**src/hdl/rapg_pkg.sv**
```systemverilog
// Shared types, widths, constants and helpers of the ring alpha pixel generator.
// No dependencies; every other file of the block imports this package.
`default_nettype none

package rapg_pkg;

   localparam int FRAC_BITS = 16;
   localparam int MAX_DIM   = 4096;

   localparam int COORD_W = 12;
   localparam int DIM_W   = 13;
   localparam int ALPHA_W = 8;
   localparam int CSR_IDX_W  = 2;
   localparam int CSR_DATA_W = 13;

   // centred coordinate path
   localparam int QUOT_W = FRAC_BITS + 2;
   localparam int MAG_W  = FRAC_BITS + 1;
   localparam int SQ_W   = 2 * MAG_W + 1;

   // square root path
   localparam int RAD_W       = SQ_W + 1;
   localparam int SQRT_ITERS  = RAD_W / 2;
   localparam int SQRT_ROOT_W = SQRT_ITERS;
   localparam int SQRT_REM_W  = SQRT_ROOT_W + 2;

   // ramp and smoothstep
   localparam int SCALED_W    = MAG_W + 7;
   localparam int PROD_W      = 2 * SCALED_W;
   localparam int RECIP_SHIFT = 27;
   localparam int KMUL_W      = MAG_W + 1;
   localparam int S_W         = MAG_W + 1;
   localparam int BYTE_PROD_W = MAG_W + 8;

   // pipeline shape
   localparam int STEPS_PER_STAGE = 2;
   localparam int DIV_STAGES  = QUOT_W / STEPS_PER_STAGE;
   localparam int SQRT_STAGES = SQRT_ITERS / STEPS_PER_STAGE;
   localparam int ST_MAG      = DIV_STAGES;
   localparam int ST_SQ       = ST_MAG + 1;
   localparam int ST_SQRT0    = ST_SQ + 1;
   localparam int ST_DIFF     = ST_SQRT0 + SQRT_STAGES;
   localparam int ST_RECIP    = ST_DIFF + 1;
   localparam int ST_ALPHA    = ST_RECIP + 1;
   localparam int ST_ASQ      = ST_ALPHA + 1;
   localparam int ST_SMOOTH   = ST_ASQ + 1;
   localparam int ST_OUT      = ST_SMOOTH + 1;
   localparam int NUM_STAGES  = ST_OUT + 1;

   localparam logic [DIM_W-1:0]    MAX_DIM_V = DIM_W'(MAX_DIM);
   localparam logic [MAG_W-1:0]    ONE       = MAG_W'(1) << FRAC_BITS;
   localparam logic [MAG_W-1:0]    HALF      = MAG_W'(1) << (FRAC_BITS - 1);
   localparam logic [KMUL_W-1:0]   THREE_ONE = KMUL_W'(3) << FRAC_BITS;
   localparam logic [SCALED_W-1:0] SCALE_100 = SCALED_W'(100);
   // ceil(2^27 / 9): exact floor(n / 9) for n below 2^27
   localparam logic [SCALED_W-1:0] RECIP9    = SCALED_W'(14913081);
   localparam logic [DIM_W-1:0]    DIM_RESET = DIM_W'(64);

   typedef enum logic [CSR_IDX_W-1:0] {
      CSR_FRAME_WIDTH  = 2'd0,
      CSR_FRAME_HEIGHT = 2'd1,
      CSR_INVERT_ALPHA = 2'd2
   } csr_index_type;

   // round the doubled quotient and fold it about the centre
   function automatic logic [MAG_W-1:0] centre_mag(input logic [QUOT_W-1:0] quot);
      logic [QUOT_W:0] sum;
      logic [MAG_W-1:0] q;
      sum = {1'b0, quot} + (QUOT_W + 1)'(1);
      // the halved quotient stays below 2^17 for every frame up to the maximum
      q   = sum[MAG_W:1];
      return (q >= ONE) ? (q - ONE) : (ONE - q);
   endfunction

endpackage

`default_nettype wire

```
**src/hdl/rapg_div_lane.sv**
```systemverilog
// Pipelined restoring divider for one axis: (2p+1) * 2^(F+1) / dim, two bits a stage.
// Depends on rapg_pkg.
`default_nettype none

module rapg_div_lane import rapg_pkg::*; (
   input  wire logic                  clock,
   input  wire logic [DIV_STAGES-1:0] stage_en,
   input  wire logic [COORD_W-1:0]    coord,
   input  wire logic [DIM_W-1:0]      dim,
   output logic      [QUOT_W-1:0]     quot
);

   logic [DIM_W-1:0]  rem_ff  [DIV_STAGES];
   logic [QUOT_W-1:0] quot_ff [DIV_STAGES];
   logic [DIM_W-1:0]  rem_in  [DIV_STAGES];
   logic [QUOT_W-1:0] quot_in [DIV_STAGES];

   for (genvar j = 0; j < DIV_STAGES; j++) begin : g_stage
      logic [DIM_W-1:0]  rem_src;
      logic [QUOT_W-1:0] quot_src;

      if (j == 0) begin : g_first
         // the top quotient bits are zero since p < dim; start from p
         assign rem_src  = {1'b0, coord};
         assign quot_src = '0;
      end else begin : g_next
         assign rem_src  = rem_ff[j-1];
         assign quot_src = quot_ff[j-1];
      end

      always_comb begin
         logic [DIM_W-1:0]  r;
         logic [QUOT_W-1:0] q;
         r = rem_src;
         q = quot_src;
         for (int s = 0; s < STEPS_PER_STAGE; s++) begin
            // only the first step brings in the set bit of 2p+1
            r = {r[DIM_W-2:0], (j == 0 && s == 0) ? 1'b1 : 1'b0};
            if (r >= dim) begin
               r = r - dim;
               q = {q[QUOT_W-2:0], 1'b1};
            end else begin
               q = {q[QUOT_W-2:0], 1'b0};
            end
         end
         rem_in[j]  = r;
         quot_in[j] = q;
      end

      always_ff @(posedge clock) begin
         if (stage_en[j]) begin
            rem_ff[j]  <= rem_in[j];
            quot_ff[j] <= quot_in[j];
         end
      end
   end

   assign quot = quot_ff[DIV_STAGES-1];

endmodule

`default_nettype wire

```
**config.mk**
```make
export PLATFORM = sky130hd
export DESIGN_NAME = rapg_div_lane
export DESIGN_NICKNAME = d
export VERILOG_FILES = /design/src/hdl/rapg_pkg.sv /design/src/hdl/rapg_div_lane.sv
export SDC_FILE = /design/constraint.sdc
export NUM_CORES = 1
export LEC_CHECK = 0
export BUFFER_PORTS_ARGS = -buffer_cell sky130_fd_sc_hd__buf_2
export CAP_MARGIN = 20
export CORE_ASPECT_RATIO = 1.25
export CORE_MARGIN = 3
export CORE_UTILIZATION = 40
export DETAILED_ROUTE_END_ITERATION = 7
export PLACE_DENSITY_LB_ADDON = 0.3
export SLEW_MARGIN = 10
export SYNTH_ARGS = -nofsm -noshare
export SYNTH_HDL_FRONTEND = slang
export SYNTH_SLANG_ARGS = --single-unit
```
**constraint.sdc**
```tcl
create_clock -name clock -period 9.9 [get_ports clock]
set_input_delay 1.485 -clock clock [delete_from_list [all_inputs] [get_ports clock]]
set_output_delay 1.485 -clock clock [all_outputs]
set_load 0.1 [all_outputs]
```
# Yosys cells after proc, flatten, opt, wreduce, memory -nomap -nowiden
# Memories as Yosys holds them, arrays and structs flattened.
# Index checks and enable logic that the tools add are counted.
[classes]
add_sub_neg = 18
n_lt_le_gt_ge = 18
mux = 54
[ops]
columns = ["cell", "n"]
rows = [
  ["13-bit >= comparator", 18],
  ["13-bit 2-to-1 mux", 9],
  ["13-bit subtractor", 9],
  ["12-bit 2-to-1 mux", 9],
  ["12-bit subtractor", 9],
  ["1-bit 2-to-1 mux", 36],
]
[word_totals]
regBits = 0
mem_bits_rw = 279
input_bits = 35
out_inout_bits = 18
elab_cells = 92
n_memories = 2
[mem_list]
columns = ["memory", "words", "width", "rd", "rd_ports_with_merged_regs", "wr", "line_no", "text"]
rows = [
  ["quot_ff", 9, 18, 9, 0, 9, "rapg_div_lane.sv:14", "logic [QUOT_W-1:0] quot_ff [DIV_STAGES];"],
  ["rem_ff", 9, 13, 8, 0, 9, "rapg_div_lane.sv:13", "logic [DIM_W-1:0] rem_ff [DIV_STAGES];"],
]

# Longest topological paths before layout
# An unclocked memory read counts as a cell.
[logic_depth]
depth_word = 5
mapped_depth = 20
mapped_depth_nobuf = 18

# Worst setup path after synthesis
# No wires, ideal clock.
[synth_path]
kind = "in2reg"
start = "input port dim[1]"
end = "memory rem_ff[4][4] (netlist: rem_ff[0][56]), data pin"
setup_ps = 260
t_arrival_ps = 5922
required_ps = 9640
slack_ps = 3718
path_stages = 18
path_buffers = 3
path_cell_list = "buf_2 inv_1 ha_1 nor2b_1 o31a_1 nor3_1 o31ai_2 o31ai_4 buf_2 mux2_2 ha_1 nand2_1 nor2b_1 o221a_2 o21ai_0 a21oi_1 buf_2 mux2_2"
[synth_rtl]
columns = ["element", "line_no", "text"]
rows = [
  ["start: declaration", "rapg_div_lane.sv:9", "input wire logic [DIM_W-1:0] dim,"],
  ["end: declaration", "rapg_div_lane.sv:13", ""],
]

==> metrics.txt <==
# TYPE chip_impl_metric gauge
chip_impl_metric{name="number_of_antenna_violations_at_the_first_check_in_global_routing",unit=""} 0
chip_impl_info{name="worst_setup_path_category",value="input pin to flip-flop"} 1
chip_impl_metric{name="routed_wl",unit="µm"} 42500
chip_impl_metric{name="crit_path_max_fanout",unit=""} 18
chip_impl_metric{name="yosysSeqAreaShare",unit="%"} 32.4
chip_impl_info{name="mostFrequentLayoutCells",value="sky130_fd_sc_hd__ha_1, sky130_fd_sc_hd__edfxtp_1, sky130_fd_sc_hd__mux2_2"} 1
chip_impl_metric{name="first_pass_iters",unit=""} 6
chip_impl_metric{name="count_of_unique_library_cells_instantiated_by_yosys",unit=""} 83
chip_impl_info{name="outcome",value="completed"} 1
chip_impl_metric{name="postLayoutCellArea",unit="µm²"} 18700
chip_impl_metric{name="dieWidth",unit="µm"} 192
chip_impl_metric{name="relSlewSlack",unit="%"} 37.2
chip_impl_metric{name="place.detailed.instances",unit=""} 2291
chip_impl_metric{name="vias_per_cell",unit=""} 5.74
chip_impl_info{name="netlist_top_cells_area",value="sky130_fd_sc_hd__edfxtp_1, sky130_fd_sc_hd__ha_1, sky130_fd_sc_hd__mux2_2, sky130_fd_sc_hd__xnor2_1, sky130_fd_sc_hd__a21oi_1"} 1
chip_impl_metric{name="worst_skew_pair.late_latency",unit="ns"} 0.46
chip_impl_metric{name="via_count_of_the_routed_design",unit=""} 13300
chip_impl_metric{name="fmax",unit="GHz"} 0.152
chip_impl_metric{name="max_cap_viol_count",unit=""} 0
chip_impl_metric{name="detail_route.wl_per_cell",unit="µm"} 18.3
chip_impl_metric{name="nets",unit=""} 2021
chip_impl_metric{name="syn-instance-count",unit=""} 1696
chip_impl_metric{name="worst_ep_required_time",unit="ns"} 10.11
chip_impl_metric{name="route.antenna.remaining_nets",unit=""} 0
chip_impl_metric{name="post_cts_hold_buffer_count",unit=""} 0
chip_impl_metric{name="worstMarginPinSlew",unit="ns"} 0.941
chip_impl_metric{name="pin_count",unit=""} 53
chip_impl_metric{name="setup_viol",unit=""} 0
chip_impl_info{name="cts_root_buf",value="sky130_fd_sc_hd__clkbuf_16"} 1
chip_impl_metric{name="detail_route.iter0.violations",unit=""} 730
chip_impl_metric{name="cts_htree_levels",unit=""} 4
chip_impl_metric{name="tritoncts_buffers",unit=""} 17
chip_impl_metric{name="critical_path.max_stage_delay",unit="ns"} 0.68
chip_impl_metric{name="grt_pass1_vias",unit=""} 13200
chip_impl_metric{name="layout-drive-gt1-share",unit="%"} 15.9
chip_impl_metric{name="row_count",unit=""} 84
chip_impl_metric{name="cts.repair_timing.setup_buffer_count",unit=""} 0
chip_impl_metric{name="num-fill-cells",unit=""} 4091
chip_impl_metric{name="synth.ff_latch_count",unit=""} 186
chip_impl_info{name="setup.worst_path.end_class",value="flip-flop"} 1
chip_impl_metric{name="netlist_area",unit="µm²"} 17200
chip_impl_metric{name="yosys_warnings",unit=""} 0
chip_impl_info{name="crit_path_cell_trace",value="buf_2 > inv_1 > ha_1 > o21ai_0 > a21oi_1 > a211oi_1 > a31oi_1 > o22ai_2 > mux2_2 > ha_1 > a21oi_1 > nor3b_1 > a211oi_1 > nor3_1 > o31a_1 > inv_2 > mux2_2"} 1
chip_impl_metric{name="post-synth-top-area-fraction",unit="%"} 32.4
chip_impl_info{name="timing.critical_path.slowest_stage_cell",value="sky130_fd_sc_hd__inv_1"} 1
chip_impl_metric{name="groute.usage.overall",unit="%"} 18.8
chip_impl_metric{name="area_growth_syn_to_layout",unit="%"} 8.81
chip_impl_metric{name="worst_ep_arrival_time",unit="ns"} 6.78
chip_impl_metric{name="critical_path_buf_inv_count",unit=""} 3
chip_impl_metric{name="met2_wirelength",unit="µm"} 20900
chip_impl_metric{name="cts_num_sinks",unit=""} 186
chip_impl_info{name="top_layer_used",value="met4"} 1
chip_impl_metric{name="global_route_wire_length_before_repair",unit="µm"} 68400
chip_impl_metric{name="pin_count_of_the_biggest_net_entering_global_routing",unit=""} 44
chip_impl_metric{name="timing_hold_violations_final",unit=""} 0
chip_impl_info{name="layout.cells.most_common",value="sky130_fd_sc_hd__ha_1"} 1
chip_impl_info{name="area_leader_netlist",value="sky130_fd_sc_hd__edfxtp_1"} 1
chip_impl_metric{name="final_min_period_over_clock_period",unit="%"} 66.3
chip_impl_metric{name="floorplan.initialDensity",unit="%"} 40.7
chip_impl_metric{name="wl_met1",unit="µm"} 18700
chip_impl_metric{name="synthesis.nets",unit=""} 1964
chip_impl_metric{name="synthesis.area_per_instance",unit="µm²"} 10.1
chip_impl_info{name="hold_path.class",value="flip-flop to flip-flop"} 1
chip_impl_metric{name="layoutNonFillerInstCount",unit=""} 2325
chip_impl_metric{name="hold_ws",unit="ns"} 0.415
chip_impl_info{name="cp_top_family",value="compound AO/OA/AOI/OAI gates"} 1
chip_impl_metric{name="clk_pin_slew_worst_paths",unit="ns"} 0.08
chip_impl_info{name="worstSetupStartpointType",value="input pin"} 1
chip_impl_metric{name="die_h",unit="µm"} 238
chip_impl_metric{name="core-area",unit="µm²"} 42300
chip_impl_metric{name="finalWeightedCongestion",unit=""} 0.895
chip_impl_info{name="rsz0062_at_grt",value="false"} 1
chip_impl_metric{name="asyncSetResetFlopFracSynth",unit="%"} 0
chip_impl_metric{name="drcViolationCount",unit=""} 0
chip_impl_metric{name="port_buffers",unit=""} 52
chip_impl_metric{name="slew_viol_final",unit=""} 0
chip_impl_metric{name="place_area",unit="µm²"} 18100
chip_impl_metric{name="cts_max_path_buffers",unit=""} 2
chip_impl_metric{name="diodes",unit=""} 0
chip_impl_metric{name="fin_worst_skew",unit="ns"} 0.00875
chip_impl_metric{name="area_of_the_die",unit="µm²"} 45600
chip_impl_metric{name="met3_wirelength",unit="µm"} 1670
chip_impl_info{name="ys_dominant_reg_cell",value="sky130_fd_sc_hd__edfxtp_1"} 1
chip_impl_info{name="cts_tree",value="done"} 1
chip_impl_metric{name="number_of_synthesized_flops_with_an_enable_pin",unit=""} 186
chip_impl_metric{name="finalCriticalPeriod",unit="ns"} 6.57
chip_impl_metric{name="detailed_place_hpwl",unit="µm"} 31400
chip_impl_metric{name="cts_resized",unit=""} 0
chip_impl_metric{name="gr-total-overflow",unit=""} 0
chip_impl_metric{name="total_negative_setup_slack",unit="ns"} 0
[stage by stage]
step / util (%) / setup WS (ns)
after CTS: 44.3 / 3.24
after floorplan: - / 3.72
final: 44.3 / 3.33
after global routing: 44.3 / 2.89
after detailed placement: 42.9 / 2.76
after global placement: 42.9 / 2.96
[logic make-up after synthesis]
| logic type | count (synthesis) | synth area share, % |
|---|---|---|
| compound gates | 472 | 18.7 |
| xor+xnor | 144 | 7.33 |
| fa+ha+maj | 233 | 17.3 |
| buf+inv | 95 | 2.36 |
| flops | 186 | 32.4 |
| mux | 154 | 9.91 |
| simple gates | 412 | 11.9 |
[cells in the mapped netlist (all sizes together) (5+ instances only)]
library cell,n
ha,224
edfxtp,186
mux2,132
a21oi,121
nor2,113
o21ai,91
xnor2,86
nand2,82
inv,63
a21o,59
xor2,58
nor3,36
o21a,34
nand3,30
nor2b,29
nand2b,28
buf,25
mux2i,22
nand4,22
a31oi,21
and3,20
o211ai,18
a211oi,15
o21bai,14
a31o,11
and2,10
o31ai,10
or2,10
fa,9
o31a,9
clkbuf,7
or3,7
a221oi,6
a21boi,5
nor4,5
o2111ai,5
o21ba,5
o41ai,5
[registers in the layout, summed over array words and instances, names as in the netlist]
name / cells
rem_ff: 96
quot_ff: 90
[final timing paths]
kind,startpoint,endpoint,slack (ns),cells after the start
worst max-delay path,dim[2],rem_ff[0][102]$_DFFE_PP_,3.33,17
worst max register to register,rem_ff[0][84]$_DFFE_PP_,rem_ff[0][102]$_DFFE_PP_,4.63,15
worst min-delay path,quot_ff[0][76]$_DFFE_PP_,quot_ff[0][96]$_DFFE_PP_,0.41,0
worst min register to register,quot_ff[0][76]$_DFFE_PP_,quot_ff[0][96]$_DFFE_PP_,0.41,0
[worst reg2reg max path: stages, from the launching register on]
cell and delay, ns:
sky130_fd_sc_hd__edfxtp_1 0.43, sky130_fd_sc_hd__ha_1 0.41, sky130_fd_sc_hd__and4_1 0.23, sky130_fd_sc_hd__a221oi_1 0.42
sky130_fd_sc_hd__a31o_1 0.21, sky130_fd_sc_hd__a31oi_1 0.06, sky130_fd_sc_hd__o22ai_2 0.60, sky130_fd_sc_hd__mux2_2 0.42
sky130_fd_sc_hd__ha_1 0.34, sky130_fd_sc_hd__a21oi_1 0.24, sky130_fd_sc_hd__nor3b_1 0.28, sky130_fd_sc_hd__a211oi_1 0.13
sky130_fd_sc_hd__nor3_1 0.38, sky130_fd_sc_hd__o31a_1 0.36, sky130_fd_sc_hd__inv_2 0.19, sky130_fd_sc_hd__mux2_2 0.30
[metal layers]
metal | vias to the layer above | track usage, %
met3 | 77 | 2.76
met2 | 278 | 32.8
met1 | 6380 | 23.4
met4 | 0 | 6.92
met5 | - | 0
li1 | 6610 | -
[area by class of cell]
| class | count | area, µm² | area share, % |
|---|---|---|---|
| Inverter | 63 | 236 | 1.26 |
| Multi-Input combinational cell | 1415 | 11200 | 59.9 |
| Timing Repair Buffer | 70 | 403 | 2.15 |
| Sequential cell | 186 | 5590 | 29.8 |
| Clock inverter | 14 | 154 | 0.822 |
| Tap cell | 559 | 699 | 3.73 |
| Clock buffer | 18 | 429 | 2.29 |
Power is not shown: default switching activity piles up to over one toggle a cycle in this logic, so the estimate is an artifact.
