[config.mk]
export PLATFORM = sky130hd
export DESIGN_NAME = rapg_sqrt_pipe
export DESIGN_NICKNAME = d
export VERILOG_FILES = /design/src/hdl/rapg_pkg.sv /design/src/hdl/rapg_sqrt_pipe.sv
export SDC_FILE = /design/constraint.sdc
export NUM_CORES = 1
export LEC_CHECK = 0
export ABC_CLOCK_PERIOD_IN_PS = 5000
export BUFFER_PORTS_ARGS = -buffer_cell sky130_fd_sc_hd__buf_4
export CAP_MARGIN = 15
export CORE_ASPECT_RATIO = 1.75
export CORE_UTILIZATION = 59
export CTS_BUF_LIST = sky130_fd_sc_hd__clkbuf_4 sky130_fd_sc_hd__clkbuf_8
export DETAILED_ROUTE_END_ITERATION = 16
export GPL_TIMING_DRIVEN = 0
export PLACE_DENSITY = 0.79
export REMOVE_ABC_BUFFERS = 1
export SETUP_SLACK_MARGIN = 0.1
export SYNTH_ARGS = -nofsm -noshare
export SYNTH_HDL_FRONTEND = slang
export SYNTH_SLANG_ARGS = --single-unit
[constraint.sdc]
create_clock -name clock -period 5 [get_ports clock]
set_input_delay 0.75 -clock clock [delete_from_list [all_inputs] [get_ports clock]]
set_output_delay 0.75 -clock clock [all_outputs]
set_load 0.005 [all_outputs]
[src/hdl/rapg_pkg.sv]
// Shared types, widths, constants and helpers of the ring alpha pixel generator.
// No dependencies; every other file of the block imports this package.
`default_nettype none

package rapg_pkg;

   localparam int FRAC_BITS = 16;
   localparam int MAX_DIM   = 4096;

   localparam int COORD_W = 12;
   localparam int DIM_W   = 13;
   localparam int ALPHA_W = 8;
   localparam int CSR_IDX_W  = 2;
   localparam int CSR_DATA_W = 13;

   // centred coordinate path
   localparam int QUOT_W = FRAC_BITS + 2;
   localparam int MAG_W  = FRAC_BITS + 1;
   localparam int SQ_W   = 2 * MAG_W + 1;

   // square root path
   localparam int RAD_W       = SQ_W + 1;
   localparam int SQRT_ITERS  = RAD_W / 2;
   localparam int SQRT_ROOT_W = SQRT_ITERS;
   localparam int SQRT_REM_W  = SQRT_ROOT_W + 2;

   // ramp and smoothstep
   localparam int SCALED_W    = MAG_W + 7;
   localparam int PROD_W      = 2 * SCALED_W;
   localparam int RECIP_SHIFT = 27;
   localparam int KMUL_W      = MAG_W + 1;
   localparam int S_W         = MAG_W + 1;
   localparam int BYTE_PROD_W = MAG_W + 8;

   // pipeline shape
   localparam int STEPS_PER_STAGE = 2;
   localparam int DIV_STAGES  = QUOT_W / STEPS_PER_STAGE;
   localparam int SQRT_STAGES = SQRT_ITERS / STEPS_PER_STAGE;
   localparam int ST_MAG      = DIV_STAGES;
   localparam int ST_SQ       = ST_MAG + 1;
   localparam int ST_SQRT0    = ST_SQ + 1;
   localparam int ST_DIFF     = ST_SQRT0 + SQRT_STAGES;
   localparam int ST_RECIP    = ST_DIFF + 1;
   localparam int ST_ALPHA    = ST_RECIP + 1;
   localparam int ST_ASQ      = ST_ALPHA + 1;
   localparam int ST_SMOOTH   = ST_ASQ + 1;
   localparam int ST_OUT      = ST_SMOOTH + 1;
   localparam int NUM_STAGES  = ST_OUT + 1;

   localparam logic [DIM_W-1:0]    MAX_DIM_V = DIM_W'(MAX_DIM);
   localparam logic [MAG_W-1:0]    ONE       = MAG_W'(1) << FRAC_BITS;
   localparam logic [MAG_W-1:0]    HALF      = MAG_W'(1) << (FRAC_BITS - 1);
   localparam logic [KMUL_W-1:0]   THREE_ONE = KMUL_W'(3) << FRAC_BITS;
   localparam logic [SCALED_W-1:0] SCALE_100 = SCALED_W'(100);
   // ceil(2^27 / 9): exact floor(n / 9) for n below 2^27
   localparam logic [SCALED_W-1:0] RECIP9    = SCALED_W'(14913081);
   localparam logic [DIM_W-1:0]    DIM_RESET = DIM_W'(64);

   typedef enum logic [CSR_IDX_W-1:0] {
      CSR_FRAME_WIDTH  = 2'd0,
      CSR_FRAME_HEIGHT = 2'd1,
      CSR_INVERT_ALPHA = 2'd2
   } csr_index_type;

   // round the doubled quotient and fold it about the centre
   function automatic logic [MAG_W-1:0] centre_mag(input logic [QUOT_W-1:0] quot);
      logic [QUOT_W:0] sum;
      logic [MAG_W-1:0] q;
      sum = {1'b0, quot} + (QUOT_W + 1)'(1);
      // the halved quotient stays below 2^17 for every frame up to the maximum
      q   = sum[MAG_W:1];
      return (q >= ONE) ? (q - ONE) : (ONE - q);
   endfunction

endpackage

`default_nettype wire

[src/hdl/rapg_sqrt_pipe.sv]
// Pipelined digit-by-digit integer square root (floor), two result bits a stage.
// Depends on rapg_pkg.
`default_nettype none

module rapg_sqrt_pipe import rapg_pkg::*; (
   input  wire logic                   clock,
   input  wire logic [SQRT_STAGES-1:0] stage_en,
   input  wire logic [SQ_W-1:0]        radicand,
   output logic      [MAG_W-1:0]       root
);

   logic [SQRT_REM_W-1:0]  rem_ff  [SQRT_STAGES];
   logic [SQRT_ROOT_W-1:0] root_ff [SQRT_STAGES];
   logic [RAD_W-1:0]       rad_ff  [SQRT_STAGES];
   logic [SQRT_REM_W-1:0]  rem_in  [SQRT_STAGES];
   logic [SQRT_ROOT_W-1:0] root_in [SQRT_STAGES];
   logic [RAD_W-1:0]       rad_in  [SQRT_STAGES];

   for (genvar j = 0; j < SQRT_STAGES; j++) begin : g_stage
      logic [SQRT_REM_W-1:0]  rem_src;
      logic [SQRT_ROOT_W-1:0] root_src;
      logic [RAD_W-1:0]       rad_src;

      if (j == 0) begin : g_first
         assign rem_src  = '0;
         assign root_src = '0;
         assign rad_src  = {1'b0, radicand};
      end else begin : g_next
         assign rem_src  = rem_ff[j-1];
         assign root_src = root_ff[j-1];
         assign rad_src  = rad_ff[j-1];
      end

      always_comb begin
         logic [SQRT_REM_W-1:0]  r;
         logic [SQRT_ROOT_W-1:0] q;
         logic [RAD_W-1:0]       n;
         logic [SQRT_REM_W-1:0]  trial;
         r = rem_src;
         q = root_src;
         n = rad_src;
         for (int s = 0; s < STEPS_PER_STAGE; s++) begin
            r     = {r[SQRT_REM_W-3:0], n[RAD_W-1 -: 2]};
            n     = {n[RAD_W-3:0], 2'b00};
            trial = {q, 2'b01};
            if (r >= trial) begin
               r = r - trial;
               q = {q[SQRT_ROOT_W-2:0], 1'b1};
            end else begin
               q = {q[SQRT_ROOT_W-2:0], 1'b0};
            end
         end
         rem_in[j]  = r;
         root_in[j] = q;
         rad_in[j]  = n;
      end

      always_ff @(posedge clock) begin
         if (stage_en[j]) begin
            rem_ff[j]  <= rem_in[j];
            root_ff[j] <= root_in[j];
            rad_ff[j]  <= rad_in[j];
         end
      end
   end

   assign root = root_ff[SQRT_STAGES-1][MAG_W-1:0];

endmodule

`default_nettype wire

# Word level (Yosys, flattened, before mapping)
# Memories as Yosys holds them, arrays and structs flattened.
# Index checks and enable logic that the tools add are counted.
# word_totals
register_bits	0
ramBits	630
in_bits	45
out_inout_bits	17
wordCells	93
mem_count	3
# mem_list
name	depth	width	read_ports	rd_clocked_by_memory_dff	wr	line_no	rtl
rad_ff	9	32	8	0	9	rapg_sqrt_pipe.sv:14	logic [RAD_W-1:0] rad_ff [SQRT_STAGES];
rem_ff	9	20	8	0	9	rapg_sqrt_pipe.sv:12	logic [SQRT_REM_W-1:0] rem_ff [SQRT_STAGES];
root_ff	9	18	9	0	9	rapg_sqrt_pipe.sv:13	logic [SQRT_ROOT_W-1:0] root_ff [SQRT_STAGES];
# classes
add_sub_neg	18
n_lt_le_gt_ge	18
mux	54
# op_table
op	count
$ge A20 B20 Y1	16
$mux W20	9
$mux W18	9
$sub A20 B20 Y20	8
$sub A18 B18 Y18	8
$mux W1	36
$ge A20 B3 Y1	1
$sub A20 B3 Y20	1
$sub A1 B1 Y2 const B	1
$ge A1 B1 Y1 const B	1

# Depth between registers and ports, before layout
# Gate-level depths: netlist (run 1).
# An unclocked memory read counts as a cell.
# depth
depth_word	5
depth_mapped	26
ltp_nobuf	23

# Least setup slack after synthesis (run 1)
# OpenSTA, ideal clock, no wires.
# synth_timing
kind	register -> register
from	memory rem_ff[0][100] (netlist bit)
to	memory rem_ff[0][137] (netlist bit) (data pin)
setup_ps	263
arrival_ps	4997
required_ps	4737
slack_ps	-260
stages_incl_launch_ff	24
n_path_buf	3
synth_period_minus_slack_ps	5260
cell_sequence	edfxtp_1 > ha_1 > nor2b_1 > o21a_1 > o21ai_0 > a21o_1 > nand3_1 > nor2_1 > clkbuf_1 > clkbuf_1 > o21ai_0 > ha_1 > a21o_1 > a21o_1 > a21o_1 > a21o_1 > a21oi_1 > o21ai_0 > a21o_1 > a22oi_1 > nand4_1 > buf_2 > nand4b_1 > xor2_1
# synth_rtl
item	line_no
from (decl)	rapg_sqrt_pipe.sv:12

==> results of run 1 <==
timing repair:
action,CTS,global route
cloned,6,2
gates resized for setup,144,195
setup buffers,82,97
endpoints found under the setup margin,108,97
pin swaps,48,94
worst reg2reg max path: stages, from the launching register on:
cell        delay [ps]
edfxtp_1           420
ha_1               400
a21oi_1            190
o21ai_2            180
or2_4              310
o21ai_4            210
nand3_4            260
buf_6              250
mux2_4             310
ha_4               180
nand3_2             80
nand2_2             60
a21o_1             220
a211oi_4           580
o221ai_2           190
a31oi_1            180
o41a_1             330
o2111a_2           430
clkinvlp_4         290
mux2_4             350
how the worst min path moves through the flow:
stage                                 to  depth (start not counted)
after floorplan           rad_ff[0][108]                          0
after CTS                   rad_ff[0][0]                          1
final                       rad_ff[0][0]                          1
after global placement     rad_ff[0][90]                          0
after detailed placement  rad_ff[0][112]                          0
after global routing        rad_ff[0][8]                          1
state kept, by name, indices dropped and copies added, names as in the netlist:
signal,cells
rad_ff,144
root_ff,89
rem_ff,131
layout by cell type, fill, tap and decap left out, types with 14 or more instances in the layout:
master / synthesis / routed
ha_4: 0 / 39
ha_1: 185 / 138
nor2b_1: 27 / 25
buf_6: 0 / 22
buf_4: 1 / 209
o21ai_0: 130 / 105
nand2b_1: 30 / 28
mux2i_1: 15 / 14
nand3_1: 49 / 44
a21oi_2: 0 / 24
a31oi_1: 18 / 14
a21o_1: 67 / 67
xnor2_1: 121 / 119
nor2_4: 0 / 17
edfxtp_1: 364 / 364
xor2_1: 67 / 67
inv_1: 156 / 140
nor3_1: 56 / 53
nand2_1: 168 / 155
mux2_2: 30 / 25
clkbuf_8: 0 / 52
nor2_1: 165 / 142
a21oi_1: 171 / 143
nand4_1: 35 / 35
o21a_1: 27 / 27
a211oi_1: 17 / 14
clkinv_1: 2 / 15
nor4_1: 18 / 15
report_power, final:
group	leakage, nW	internal [W]	switching (W)
sequential	3.48	0.00411	0.000397
combinational	7.15	0.00332	0.00410
clock	0.559	0.00127	0.00119
total	11.2	0.00870	0.00569
routing by layer:
layer | global-route usage (%) | vias up | part of all wire (%)
met5 | 0 | - | 0
met4 | 34.8 | 0 | 13
met3 | 7.43 | 439 | 6.1
met2 | 63.5 | 739 | 55
met1 | 21.9 | 8616 | 27
li1 | - | 8464 | -
through the flow:
step           cells  utilization, %
6_report        2935            73.7
5_1_grt         2935            73.7
4_1_cts         2836            69.0
3_5_place_dp    2651            62.5
3_3_place_gp    2648            62.4
2_1_floorplan   2107               -
Yosys cell counts, types with 31 or more instances:
cell | n | area share (%)
inv_1 | 156 | 2.6
nand2_1 | 168 | 2.8
nand4_1 | 35 | 0.97
a21oi_1 | 171 | 3.8
edfxtp_1 | 364 | 48
ha_1 | 185 | 10
xnor2_1 | 121 | 4.7
clkbuf_1 | 31 | 0.52
nor2_1 | 165 | 2.7
nor3_1 | 56 | 1.2
o21ai_0 | 130 | 2.9
nand3_1 | 49 | 1.1
xor2_1 | 67 | 2.6
a21o_1 | 67 | 2.2
area by class of cell:
cell class                 instances  area (µm²)
timing repair buffer             244        2080
sequential                       364       10900
fill                            2550        9890
multi-input combinational       1590       12400
inverter                         160         624
clock buffer                      61         783
clock inverter                    36         298
tap                              480         601
cell families (layout without fill, tap and decap cells):
group                      count (synthesis)  in the layout  share of synthesized area (%)
DFF                                      364            364                           48.4
adders and majority gates                185            185                           10.3
buffers and inverters                    201            501                           3.39
xor gates and xnor gates                 188            188                           7.29
muxes                                     45             45                           2.16
AOI/OAI and AO/OA                        529            530                           14.6
and+or+nand+nor                          636            642                           13.9
==> results.tsv, run 1 <==
stage	metric	value	unit
synthesis	synth_seq_cells	364	
die	start_util	60.0	%
synthesis	seq_area_frac_synth	48.4	%
sta	tns	-11290	ps
worst_setup_path	path_delay_family	compound AO/OA/AOI/OAI gates	
synthesis	synth_area_per_cell	10.5	µm²
worst_setup_path	end_kind	flop	
worst_setup_path	reg2reg_slack	-670	ps
synthesis	ys.warnings.count	0	
clock_tree	cts_max_path_buffers	3	
die	chipWidth	150	µm
detailed_routing	drtPass1Iterations	7	
detailed_routing	vias_per_cell	6.22	
worst_setup_path	timing.rr.start	rem_ff[0][127]	
sta	final_max_slew_viol_count	0	
die	core	37600	µm²
detailed_routing	vias	18300	
placed_design	dp_slack	-3110	ps
clock_tree	h-tree-depth	2	
sta	hold_violations	0	
worst_setup_path	cp_data_required_time	5380	ps
clock_tree	hold_buffers	0	
clock_tree	clock-root-buffer	clkbuf_8	
final_layout	antennaDiodeCount	0	
final_layout	area_growth	22.9	%
worst_setup_path	cp_common_cell	mux2_4	
global_routing	grt_pass1_vias	18400	
sta	worst_pin_slew	1230	ps
worst_setup_path	critical_path_class	flop to flop	
sta	min_period	5670	ps
sta	fin_crit_sh	113	%
worst_hold_path	hold_class	primary input to flop	
detailed_routing	drt_wl_total	66200	µm
clock_tree	cts_inserted_buffers	52	
detailed_routing	drtAntennaViolNets	0	
global_routing	grt_first_pass_wirelength	93000	µm
detailed_routing	drc	0	
placed_design	io_buffers	61	
die	ios	62	
worst_setup_path	critPathLaunchType	flop	
die	die_y	261	µm
sta	fin_ws	-667	ps
clock_tree	clkTransAtPathRegs	70	ps
synthesis	synthCells	2148	
global_routing	grt_util_all_layers	32.1	%
die	rows	94	
detailed_routing	routedWlPerCell	22.5	µm
worst_setup_path	worst_path_max_delay_cell	a211oi_4	
synthesis	synth_area	22600	µm²
placed_design	dpl_cell_area	23500	µm²
synthesis	synth_flop_cell	edfxtp_1	
worst_setup_path	slowest_delay	580	ps
sta	setup_viol	38	
worst_setup_path	critPathCapture	rem_ff[0][151]	
sta	fmax	176	MHz
run_status	outcome	finished with violations	
final_layout	layout-drive-gt1-share	24.2	%
clock_tree	clock_sinks	364	
placed_design	gp_congestion	0.977	
pwr	cellPowerDensity	519	nW/µm²
worst_setup_path	startpoint	rem_ff[0][127]	
synthesis	ys_async_sr_fraction	0	%
job	drv_cap	0	
worst_setup_path	crit_fanout	6	
worst_setup_path	r2r_cells	19	
worst_setup_path	crit_chain	ha_1 -> a21oi_1 -> o21ai_2 -> or2_4 -> o21ai_4 -> nand3_4 -> buf_6 -> mux2_4 -> ha_4 -> nand3_2 -> nand2_2 -> a21o_1 -> a211oi_4 -> o221ai_2 -> a31oi_1 -> o41a_1 -> o2111a_2 -> clkinvlp_4 -> mux2_4	
placed_design	dp_hpwl	44600	µm
final_layout	finalInstanceArea	27700	µm²
worst_hold_path	holdCritStartpoint	radicand[0]	
pwr	power	0.0144	W
die	dieArea	39100	µm²
global_routing	grt_antenna_before_repair	0	
global_routing	grt_max_degree	51	
worst_setup_path	cp_num_buf_inv	2	
sta	finClkSkew	17.0	ps
pwr	p_leak	11.2	nW
clock_tree	clk_latency	640	ps
global_routing	overflow	0	
final_layout	layout.nets	2642	
sta	rsz0062_at_grt	true	
detailed_routing	first_iter_violations	756	
worst_setup_path	critPathArrivalTime	6050	ps
run_status	violations	setup timing	
clock_tree	cts_tree	yes	
worst_setup_path	cp.depth	19	
sta	max_slew_margin	16.6	%
synthesis	synth.distinct_cells	86	
pwr	vdd_drop_max	0.000311	V
synthesis	synth_edf_count	364	
sta	whs	288	ps
worst_setup_path	r2r-end	rem_ff[0][151]	
Power figures use the tool's default switching activity.
==> run 2, diff against run 1 <==
--- a/config.mk
+++ b/config.mk
@@ -5,10 +5,11 @@
 export SDC_FILE = /design/constraint.sdc
 export NUM_CORES = 1
 export LEC_CHECK = 0
-export ABC_CLOCK_PERIOD_IN_PS = 5000
+export ABC_CLOCK_PERIOD_IN_PS = 4800
 export BUFFER_PORTS_ARGS = -buffer_cell sky130_fd_sc_hd__buf_4
 export CAP_MARGIN = 15
 export CORE_ASPECT_RATIO = 1.75
+export CORE_MARGIN = 2
 export CORE_UTILIZATION = 59
 export CTS_BUF_LIST = sky130_fd_sc_hd__clkbuf_4 sky130_fd_sc_hd__clkbuf_8
 export DETAILED_ROUTE_END_ITERATION = 16
==> constraint.sdc (replaced) <==
create_clock -name clock -period 4.8 [get_ports clock]
set_input_delay 0.72 -clock clock [delete_from_list [all_inputs] [get_ports clock]]
set_output_delay 0.72 -clock clock [all_outputs]
set_load 0.005 [all_outputs]
==> results.tsv, run 2 (synthesis gave the netlist of run 1 again) <==
stage	metric	value	unit	change
clock_tree	cts_tree	yes		
clock_tree	clock_sinks	364		unchanged
global_routing	grt_util_all_layers	32.2	%	+0.065 points
sta	finClkSkew	26.8	ps	+9.83 ps
detailed_routing	drc	0		unchanged
pwr	intPower	0.00942	W	+8.2%
global_routing	grt_pass1_vias	19300		+5.0%
clock_tree	h-tree-depth	2		unchanged
sta	setup_viol	49		+29%
worst_setup_path	critPathArrivalTime	5620	ps	-430 ps
worst_hold_path	hold-path-endpoint	rad_ff[0][26]		
pwr	p_switching	0.00607	W	+6.8%
worst_setup_path	critPathLaunchType	flop		
sta	worst_pin_slew	984	ps	-250 ps
final_layout	finalInstanceArea	28700	µm²	+3.6%
sta	final_max_slew_viol_count	0		unchanged
final_layout	final_cell_mix	364 x edfxtp_1, 250 x buf_4, 149 x nand2_1		
final_layout	final_common_cell	edfxtp_1		
pwr	vdd_drop_max	0.000328	V	+5.3%
worst_setup_path	reg2reg_slack	-420	ps	+240 ps
detailed_routing	routedWlPerCell	23.4	µm	+3.7%
placed_design	io_buffers	61		unchanged
pwr	pwr-share-comb	52.8	%	+1.3 points
global_routing	overflow	0		unchanged
placed_design	dp_hpwl	45500	µm	+2.0%
final_layout	largest_reg_flops	144		unchanged
sta	rsz0062_at_grt	true		
global_routing	grt_antenna_before_repair	5		+5
worst_setup_path	r2r_cells	19		unchanged
job	drv_cap	0		unchanged
worst_setup_path	r2r-end	rem_ff[0][110]		
detailed_routing	drt_wl_total	69800	µm	+5.6%
global_routing	grt_max_degree	51		unchanged
final_layout	area_growth	27.2	%	
clock_tree	clk_latency	650	ps	about the same
pwr	cellPowerDensity	539	nW/µm²	+3.9%
die	ios	62		unchanged
detailed_routing	drtAntennaViolNets	0		unchanged
detailed_routing	first_iter_violations	958		+27%
sta	hold_violations	0		unchanged
placed_design	gp_congestion	0.944		-3.4%
die	chipWidth	152	µm	+1.3%
die	core	37600	µm²	unchanged
worst_setup_path	critical_path_class	flop to flop		
worst_setup_path	cp_data_required_time	5200	ps	-180 ps
detailed_routing	vias	18900		+3.6%
sta	fmax	191	MHz	+8.5%
pwr	netSwitchingFraction	39.2	%	-0.31 points
clock_tree	cts_max_path_buffers	3		unchanged
run_status	outcome	finished with violations		
die	start_util	60.0	%	unchanged
die	die_y	263	µm	+0.77%
pwr	power	0.0155	W	+7.7%
sta	min_period	5220	ps	-443 ps
sta	fin_ws	-424	ps	+243 ps
final_layout	layout-drive-gt1-share	29.1	%	+4.9 points
die	rows	94		unchanged
placed_design	dp_slack	-3400	ps	-285 ps
final_layout	largest-register	rad_ff		
worst_hold_path	min_path_cells	1		unchanged
global_routing	grt_first_pass_wirelength	99100	µm	+6.5%
sta	max_slew_margin	32.7	%	+16 points
final_layout	layout.nets	2695		+2.0%
worst_setup_path	crit_fanout	7		+1
sta	fin_crit_sh	109	%	-4.5 points
final_layout	reg_top3	rad_ff (144), rem_ff (131), root_ff (89)		
final_layout	final_util	76.3	%	+2.6 points
worst_setup_path	end_kind	flop		
worst_setup_path	timing.rr.start	root_ff[0][72]		
clock_tree	cts_inserted_buffers	51		-1.9%
clock_tree	clkTransAtPathRegs	70	ps	about the same
pwr	pwr-share-seq	30.4	%	-0.9 points
worst_hold_path	holdCritStartpoint	radicand[26]		
worst_hold_path	hold_class	primary input to flop		
pwr	p_leak	11.5	nW	+2.7%
pwr	power.clock.fraction	16.7	%	-0.4 points
run_status	violations	setup timing		
placed_design	dpl_cell_area	23500	µm²	about the same
sta	whs	256	ps	-32.8 ps
clock_tree	clock-root-buffer	clkbuf_8		
detailed_routing	vias_per_cell	6.33		+1.8%
detailed_routing	drtPass1Iterations	7		unchanged
die	dieArea	39900	µm²	+2.1%
run 2: changes by cell type in the layout (fill, tap and decap cells not counted), sizes merged:
cell    change
buf        +55
clkinv      -5
diode       +4
inv         -2
bufbuf      +1
bufinv      +1
nand2       -1
nand3       -1
run 2: what timing repair did:
action	in CTS	in global routing
setup buffers	148	88
setup endpoints to repair	110	109
cloned	8	1
endpoints found under the hold margin	0	0
pin swaps	119	102
hold buffers	0	0
gates resized for setup	262	212
run 2: layout make-up:
cell class                 instances  area, µm²
fill                            2297       8900
clock buffer                      61        777
clock inverter                    30        298
timing repair buffer             300       2590
antenna                            4       10.0
inverter                         160        636
sequential                       364      10900
multi-input combinational       1588      12900
tap                              480        601
run 2: metrics by stage:
step	setup TNS, ps	cells
2_1_floorplan	-39940	2107
3_3_place_gp	-230880	2648
3_5_place_dp	-184770	2651
4_1_cts	-380	2898
5_1_grt	-16700	2983
6_report	-8170	2987
run 2: metal layers:
layer / vias up / global-route usage (%) / wire, µm
met4: 2 / 34.3 / 9490
met3: 502 / 6.61 / 3760
met2: 865 / 63.5 / 38100
met5: - / 0 / 11
li1: 8579 / - / -
met1: 8972 / 22.8 / 18500
run 2: power by group through the flow:
stage / logic, W / registers (W) / clock network, W
after CTS: 0.00717 / 0.00468 / 0.00262
after detailed placement: 0.00575 / 0.00471 / 0
after floorplan: 0.00428 / 0.00456 / 0
after global routing: 0.00871 / 0.00476 / 0.00275
after global placement: 0.00556 / 0.00468 / 0
final: 0.00819 / 0.00472 / 0.00259
run 2: worst max path at each step:
stage | end | slack [ps] | start | cells after the start
after floorplan | rem_ff[0][126] | -1090 | rem_ff[0][100] | 20
after global routing | rem_ff[0][110] | -610 | root_ff[0][72] | 19
after global placement | rem_ff[0][110] | -3900 | rem_ff[0][80] | 18
final | rem_ff[0][110] | -420 | root_ff[0][72] | 19
after CTS | rem_ff[0][147] | -80 | root_ff[0][111] | 22
after detailed placement | rem_ff[0][154] | -3400 | root_ff[0][121] | 16
run 2: critical path: stages (launching register included):
cell,delay (ps)
edfxtp_1,410
inv_2,120
ha_4,230
nor2b_1,150
o21ai_2,240
a21oi_4,120
o31ai_4,210
buf_6,160
nand2_8,70
buf_4,140
buf_4,120
a21oi_1,270
ha_1,390
a21oi_1,200
o211ai_1,410
a221o_1,510
nor3_4,350
buf_6,240
clkinvlp_4,240
mux2_4,370
